$ cat config.mk
export PLATFORM = sky130hd
export DESIGN_NAME = pda_sqrt_cell
export DESIGN_NICKNAME = d
export VERILOG_FILES = /design/src/hw/rtl/pda_pkg.sv /design/src/hw/rtl/pda_sqrt_cell.sv
export SDC_FILE = /design/constraint.sdc
export NUM_CORES = 1
export LEC_CHECK = 0
export BUFFER_PORTS_ARGS = -buffer_cell sky130_fd_sc_hd__buf_2
export CORE_AREA = 10 10 178 180
export DETAILED_ROUTE_END_ITERATION = 8
export DIE_AREA = 0 0 188 190
export PLACE_DENSITY = 0.66
export SETUP_SLACK_MARGIN = 0.4
export SYNTH_ARGS = -nofsm -noshare
export SYNTH_HDL_FRONTEND = slang
export SYNTH_SLANG_ARGS = --single-unit
$ cat constraint.sdc
create_clock -name clk -period 7.49 [get_ports clk]
set_input_delay 1.1235 -clock clk [delete_from_list [all_inputs] [get_ports clk]]
set_output_delay 1.1235 -clock clk [all_outputs]
set_load 0.02 [all_outputs]
$ cat src/hw/rtl/pda_pkg.sv
// Shared types, constants and arithmetic helpers for the pairwise direction angle pipeline.
package pda_pkg;

    localparam int IDX_W       = 9;
    localparam int COORD_W     = 32;
    localparam int DIFF_W      = 33;
    localparam int POS_W       = 6;
    localparam int NORM_W      = 30;
    localparam int NORM_TOP    = 29;
    localparam int SQ_W        = 60;
    localparam int RAD_W       = 62;
    localparam int ROOT_W      = 31;
    localparam int REM_W       = 33;
    localparam int ROT_W       = 34;
    localparam int ANG_W       = 24;
    localparam int ATAN_W      = 21;
    localparam int STEP_W      = 5;
    localparam int ANGLE_W     = 16;
    localparam int SQRT_CELLS  = 31;
    localparam int CORDIC_STEPS = 20;

    localparam logic [ANGLE_W-1:0] PI_Q14             = 16'd51472;
    localparam logic [ANGLE_W-1:0] HALF_PI_APPROX_Q14 = 16'd25735;
    localparam logic signed [ANG_W-1:0] HALF_PI_Q20   = 24'sd1647099;

    localparam logic [ATAN_W-1:0] ATAN_Q20 [CORDIC_STEPS] = '{
        21'd823550, 21'd486170, 21'd256879, 21'd130396, 21'd65451,
        21'd32757,  21'd16383,  21'd8192,   21'd4096,   21'd2048,
        21'd1024,   21'd512,    21'd256,    21'd128,    21'd64,
        21'd32,     21'd16,     21'd8,      21'd4,      21'd2
    };

    typedef struct packed {
        logic [IDX_W-1:0] row;
        logic [IDX_W-1:0] col;
        logic             zero_out;
        logic             vert;
    } pda_id_t;

    typedef struct packed {
        pda_id_t           id;
        logic              az_neg;
        logic              po_neg;
        logic [NORM_W-1:0] az_x;
        logic [NORM_W-1:0] az_y;
        logic [NORM_W-1:0] pz;
    } pda_tag_t;

    typedef struct packed {
        pda_tag_t          tag;
        logic [REM_W-1:0]  rem;
        logic [ROOT_W-1:0] root;
        logic [RAD_W-1:0]  rad;
    } pda_sqrt_t;

    typedef struct packed {
        logic signed [ROT_W-1:0] x;
        logic signed [ROT_W-1:0] y;
        logic signed [ANG_W-1:0] z;
    } pda_rot_t;

    typedef struct packed {
        pda_id_t  id;
        pda_rot_t az;
        pda_rot_t po;
    } pda_cord_t;

    // position of the highest set bit, zero for a zero word
    function automatic logic [POS_W-1:0] top_bit(input logic [DIFF_W-1:0] v);
        logic [POS_W-1:0] p;
        p = '0;
        for (int i = 0; i < DIFF_W; i++) begin
            if (v[i]) begin
                p = POS_W'(i);
            end
        end
        return p;
    endfunction

    // shift so that a word whose top bit sits at p lands with its top bit at NORM_TOP
    function automatic logic [NORM_W-1:0] norm_val(input logic [DIFF_W-1:0] v,
                                                   input logic [POS_W-1:0] p);
        logic [DIFF_W-1:0] s;
        if (p > POS_W'(NORM_TOP)) begin
            s = v >> (p - POS_W'(NORM_TOP));
        end
        else begin
            s = v << (POS_W'(NORM_TOP) - p);
        end
        return s[NORM_W-1:0];
    endfunction

    // left half plane is turned by -pi/2 before vectoring
    function automatic pda_rot_t cordic_init(input logic neg, input logic [NORM_W-1:0] ax,
                                             input logic [NORM_W-1:0] ay);
        pda_rot_t r;
        if (neg) begin
            r.x = $signed({4'b0000, ay});
            r.y = $signed({4'b0000, ax});
            r.z = HALF_PI_Q20;
        end
        else begin
            r.x = $signed({4'b0000, ax});
            r.y = $signed({4'b0000, ay});
            r.z = '0;
        end
        return r;
    endfunction

    function automatic pda_rot_t cordic_step(input pda_rot_t r, input logic [STEP_W-1:0] i);
        pda_rot_t o;
        logic signed [ROT_W-1:0] xs;
        logic signed [ROT_W-1:0] ys;
        logic signed [ANG_W-1:0] a;
        xs = r.x >>> i;
        ys = r.y >>> i;
        a  = $signed({3'b000, ATAN_Q20[i]});
        if (r.y > 0) begin
            o.x = r.x + ys;
            o.y = r.y - xs;
            o.z = r.z + a;
        end
        else begin
            o.x = r.x - ys;
            o.y = r.y + xs;
            o.z = r.z - a;
        end
        return o;
    endfunction

    // Q.20 to Q2.14 with round half up, clamped to 0..pi
    function automatic logic [ANGLE_W-1:0] angle_round(input logic signed [ANG_W-1:0] z);
        logic [ANG_W-1:0] zc;
        logic [ANG_W-1:0] zr;
        logic [ANG_W-7:0] r;
        zc = z[ANG_W-1] ? '0 : $unsigned(z);
        zr = zc + ANG_W'(32);
        r  = zr[ANG_W-1:6];
        if (r > (ANG_W-6)'(PI_Q14)) begin
            return PI_Q14;
        end
        return r[ANGLE_W-1:0];
    endfunction

endpackage

$ cat src/hw/rtl/pda_sqrt_cell.sv
// One square root cell: settles one root bit from the next two radicand bits.
module pda_sqrt_cell (
    input  logic               clk,
    input  logic               rst_n,
    input  logic               in_valid,
    output logic               in_ready,
    input  pda_pkg::pda_sqrt_t d_in,
    output logic               out_valid,
    input  logic               out_ready,
    output pda_pkg::pda_sqrt_t d_out
);
    import pda_pkg::*;

    logic      v_reg;
    pda_sqrt_t d_reg;
    pda_sqrt_t d_next;
    logic [REM_W+1:0] rem_t;
    logic [REM_W+1:0] trial;

    assign rem_t = {d_in.rem, d_in.rad[RAD_W-1 -: 2]};
    assign trial = (REM_W+2)'({d_in.root, 2'b01});

    always_comb begin
        d_next     = d_in;
        d_next.rad = {d_in.rad[RAD_W-3:0], 2'b00};
        if (rem_t >= trial) begin
            d_next.rem  = REM_W'(rem_t - trial);
            d_next.root = {d_in.root[ROOT_W-2:0], 1'b1};
        end
        else begin
            d_next.rem  = REM_W'(rem_t);
            d_next.root = {d_in.root[ROOT_W-2:0], 1'b0};
        end
    end

    assign in_ready = !v_reg || out_ready;

    always_ff @(posedge clk or negedge rst_n) begin
        if (!rst_n) begin
            v_reg <= 1'b0;
        end
        else if (in_ready) begin
            v_reg <= in_valid;
            d_reg <= d_next;
        end
    end

    assign out_valid = v_reg;
    assign d_out     = d_reg;

endmodule

# == After elaboration in Yosys (flattened, before gate mapping) ==
# Index checks and enable logic that the tools add are counted.
# classes
addsub,1
magnitude_cmp,1
n_mux,1
n_reduce_logical,3
# ops
operator,count
$mux 64,1
$ge 35x33->1,1
$sub 33x33->33,1
$reduce_and 2->1,1
$logic_not 1->1,1
$logic_or 1x1->1,1
# word_totals
regBits,237
input_bits,242
word_cells,19

# == Depth between registers and ports, before layout ==
# depth
word_depth,3
depth_mapped,14
depth_no_buf,11

# == Worst setup path after synthesis ==
# OpenSTA, ideal clock, no wires.
# synth_path
path_type,input -> register
start,input out_ready
end,"register d_reg, in the netlist d_out[100], enable pin"
setup_ps,625
arrival_time_ps,6787
required_ps,6865
path_slack_ps,78
stages,2
n_path_buf,0
cell_sequence,nand2b_1 -> and2_1
# synth_between
elab_chain_cells,2
# synth_rtl
item,line_no,rtl
from (decl),pda_sqrt_cell.sv:9,"input logic out_ready,"
$logic_or 1x1->1,pda_sqrt_cell.sv:36,assign in_ready = !v_reg || out_ready;
$reduce_and 2->1 (no source line),--,
to (signal assigned),pda_sqrt_cell.sv:44,d_reg <= d_next;
to (decl),pda_sqrt_cell.sv:15,pda_sqrt_t d_reg;
# Every way passes these cells.
# A chain may end at the register's enable or synchronous reset.

==> flow_summary.yaml <==
timing:
  fin_skew_ps: 8.07
  min_period_ps: 3900
  fmax_mhz: 256
  relSlewSlack: 0.316
  worst_pin_slew_ps: 1030
  hold_viol: 0
  slew_violations: 0
  setup_viol: 0
  final.setup.tns_ps: 0
  timing.final.crit_share: 0.521
  rsz0062_at_grt: "no"
clock_tree:
  postCtsHoldBufs: 0
  postCtsResizedCells: 0
  post_cts_buffers: 0
  clk_latency_ps: 520
  htree_levels: 1
  clock_sinks: 237
  path_clk_slew_ps: 60
  cts_tree: "built"
  cts_root_buffer: "clkbuf_16"
  clock_path_buffers: 3
  cts_buffers: 26
place:
  port_buffers: 479
  gp_congestion: 0.911
  dp.cells: 1425
  hpwl_mm: 27.2
synthesis:
  syn_avg_cell_area_sq_um: 16.2
  ys_ff_latch: 237
  synth_cell_types: 53
  syn_area_sq_um: 9250
  yosys.area.top_type_share: 0.766
  synthTopCellsByArea: "edfxtp_1 77%, ha_1 4.5%, nand2_1 2.3%"
  yosys_warnings: 0
  synth_top_area_cell: "edfxtp_1"
  synth-main-ff-cell: "edfxtp_1"
  synth.most_common_cell: "edfxtp_1"
  ys_async_sr_fraction: 0.00422
  synthCells: 571
  synth_seq_area_share: 0.769
  netlist_top_cells_count: "236 x edfxtp_1, 57 x nand2_1, 37 x inv_1, 34 x o21ai_0, 33 x ha_1"
  synth_edf_count: 236
job:
  maxCapViolCount: 0
finish:
  nFillCells: 2640
  area_delta_synth_final_pct: 40.5
  fin_cells: 1482
  drive_gt1_frac: 0.488
  fin_nets: 1344
critical_path:
  r2r_setup_slack_ps: 5540
  crit_path_start: "d_in[73]"
  worstSetupEndpointType: "flop"
  arrival_ps: 4170
  reg2reg_to: "d_out[16]$_DFFE_PP_"
  r2r_cells: 3
  crit_end: "d_out[97]$_DFFE_PP_"
  r2r_start: "out_valid$_DFFE_PN0N_"
  crit_required_ps: 7760
  path_class: "in2reg"
  cp_max_fo: 44
  critPathLaunchType: "primary input"
hold_path:
  hold_path_class: "in2async"
grt:
  antenna_found_initial: 7
  grtUsageTotal: 0.173
  grt_pass1_wl_mm: 46.3
  grt_pass1_vias: 6743
  grt_max_degree: 81
  overflow: 0
status:
  outcome: "complete, no violations"
route:
  vias_per_cell: 4.54
  drt_wl_total_mm: 33.3
  first_pass_iters: 5
  num_vias: 6729
  drc: 0
  drt_iter0_drc: 476
  ant_nets: 0
  wl_per_cell_um: 22.5
floorplanning:
  rows: 62
  die_area_sq_um: 35700
  initial_utilization: 0.327
  core-area_sq_um: 28200
  die_y_um: 190
  fp.dieW_um: 188
  ios: 482
power_and_ir_drop:
  p_leak_nw: 5.65
  power_density_nw_per_um2: 262
  vdd_drop_max_mv: 0.160
critical path, stage by stage:
cell     delay (ps)
buf_2            90
inv_1            40
ha_1            350
a21oi_1         280
nand2_1          80
a21oi_1         190
nand3_2         190
a21oi_2         280
o21ai_2         130
a41oi_4         500
buf_4           480
mux2_1          380
cell type report:
class                           instances  area [sq um]  area share
Timing Repair Buffer                  483          2430       0.187
Inverter                               38           143      0.0110
Antenna cell                            9          22.5     0.00173
Tap cell                              384           480      0.0370
Sequential cell                       237          7110       0.547
Clock inverter                         18           215      0.0166
Multi-Input combinational cell        283          1910       0.147
Clock buffer                           30           687      0.0529
where the power goes:
group	internal [mW]	total, mW	switching, mW
clock	0.827	1.34	0.510
combinational	0.171	0.486	0.315
sequential	1.57	1.59	0.0185
how the worst min path moves through the flow:
stage                                       end  depth (start not counted)
after CTS                 out_valid$_DFFE_PN0N_                          1
after global placement    out_valid$_DFFE_PN0N_                          2
final                     out_valid$_DFFE_PN0N_                          1
after detailed placement  out_valid$_DFFE_PN0N_                          2
after floorplan           out_valid$_DFFE_PN0N_                          2
after global routing      out_valid$_DFFE_PN0N_                          1
registers in the layout, summed over array words and instances (netlist names):
name / count
d_out: 236
out_valid: 1
routing by layer:
layer,up-vias,track usage,part of all wire
li1,3160,-,-
met2,315,0.311,0.52
met3,54,0.0769,0.11
met5,-,0,0.0012
met4,6,0.0458,0.023
met1,3194,0.179,0.34
placed cells by master (no fill, tap or decap), types with 6 or more instances in the layout:
master     synthesis  routed
xnor2_1           15      15
nand4_1            8       8
edfxtp_1         236     236
ha_1              33      33
diode_2            0       9
nor2_1            14      14
clkinv_2           0       6
xor2_1            14      14
nand3_1            7       7
o21ai_0           34      34
buf_2              1     479
nand2_1           57      57
a21oi_1           24      24
clkbuf_16          0      27
inv_1             37      37
o21a_1             6       6
a21o_1            16      16
cells by family after synthesis:
group | after synthesis | share of synthesized area
compound gates | 111 | 0.0786
xor+xnor | 29 | 0.0275
fa+ha+maj | 33 | 0.0446
buf+inv | 52 | 0.0253
flops | 237 | 0.769
mux | 3 | 0.00352
other cells | 1 | 0.000406
simple gates | 105 | 0.0510
stage by stage:
step,worst slack (ps),hold WS (ps),area [sq um],total power [mW],util
after detailed placement,3060,568,12100,2.11,0.427
after global placement,3150,541,12100,2.10,0.427
final,3590,384,13000,3.41,0.460
after floorplan,2720,782,9250,1.90,-
after CTS,3610,349,13000,3.46,0.459
after global routing,3320,351,13000,3.55,0.459
Note: power is estimated with default switching activity, not from simulation.
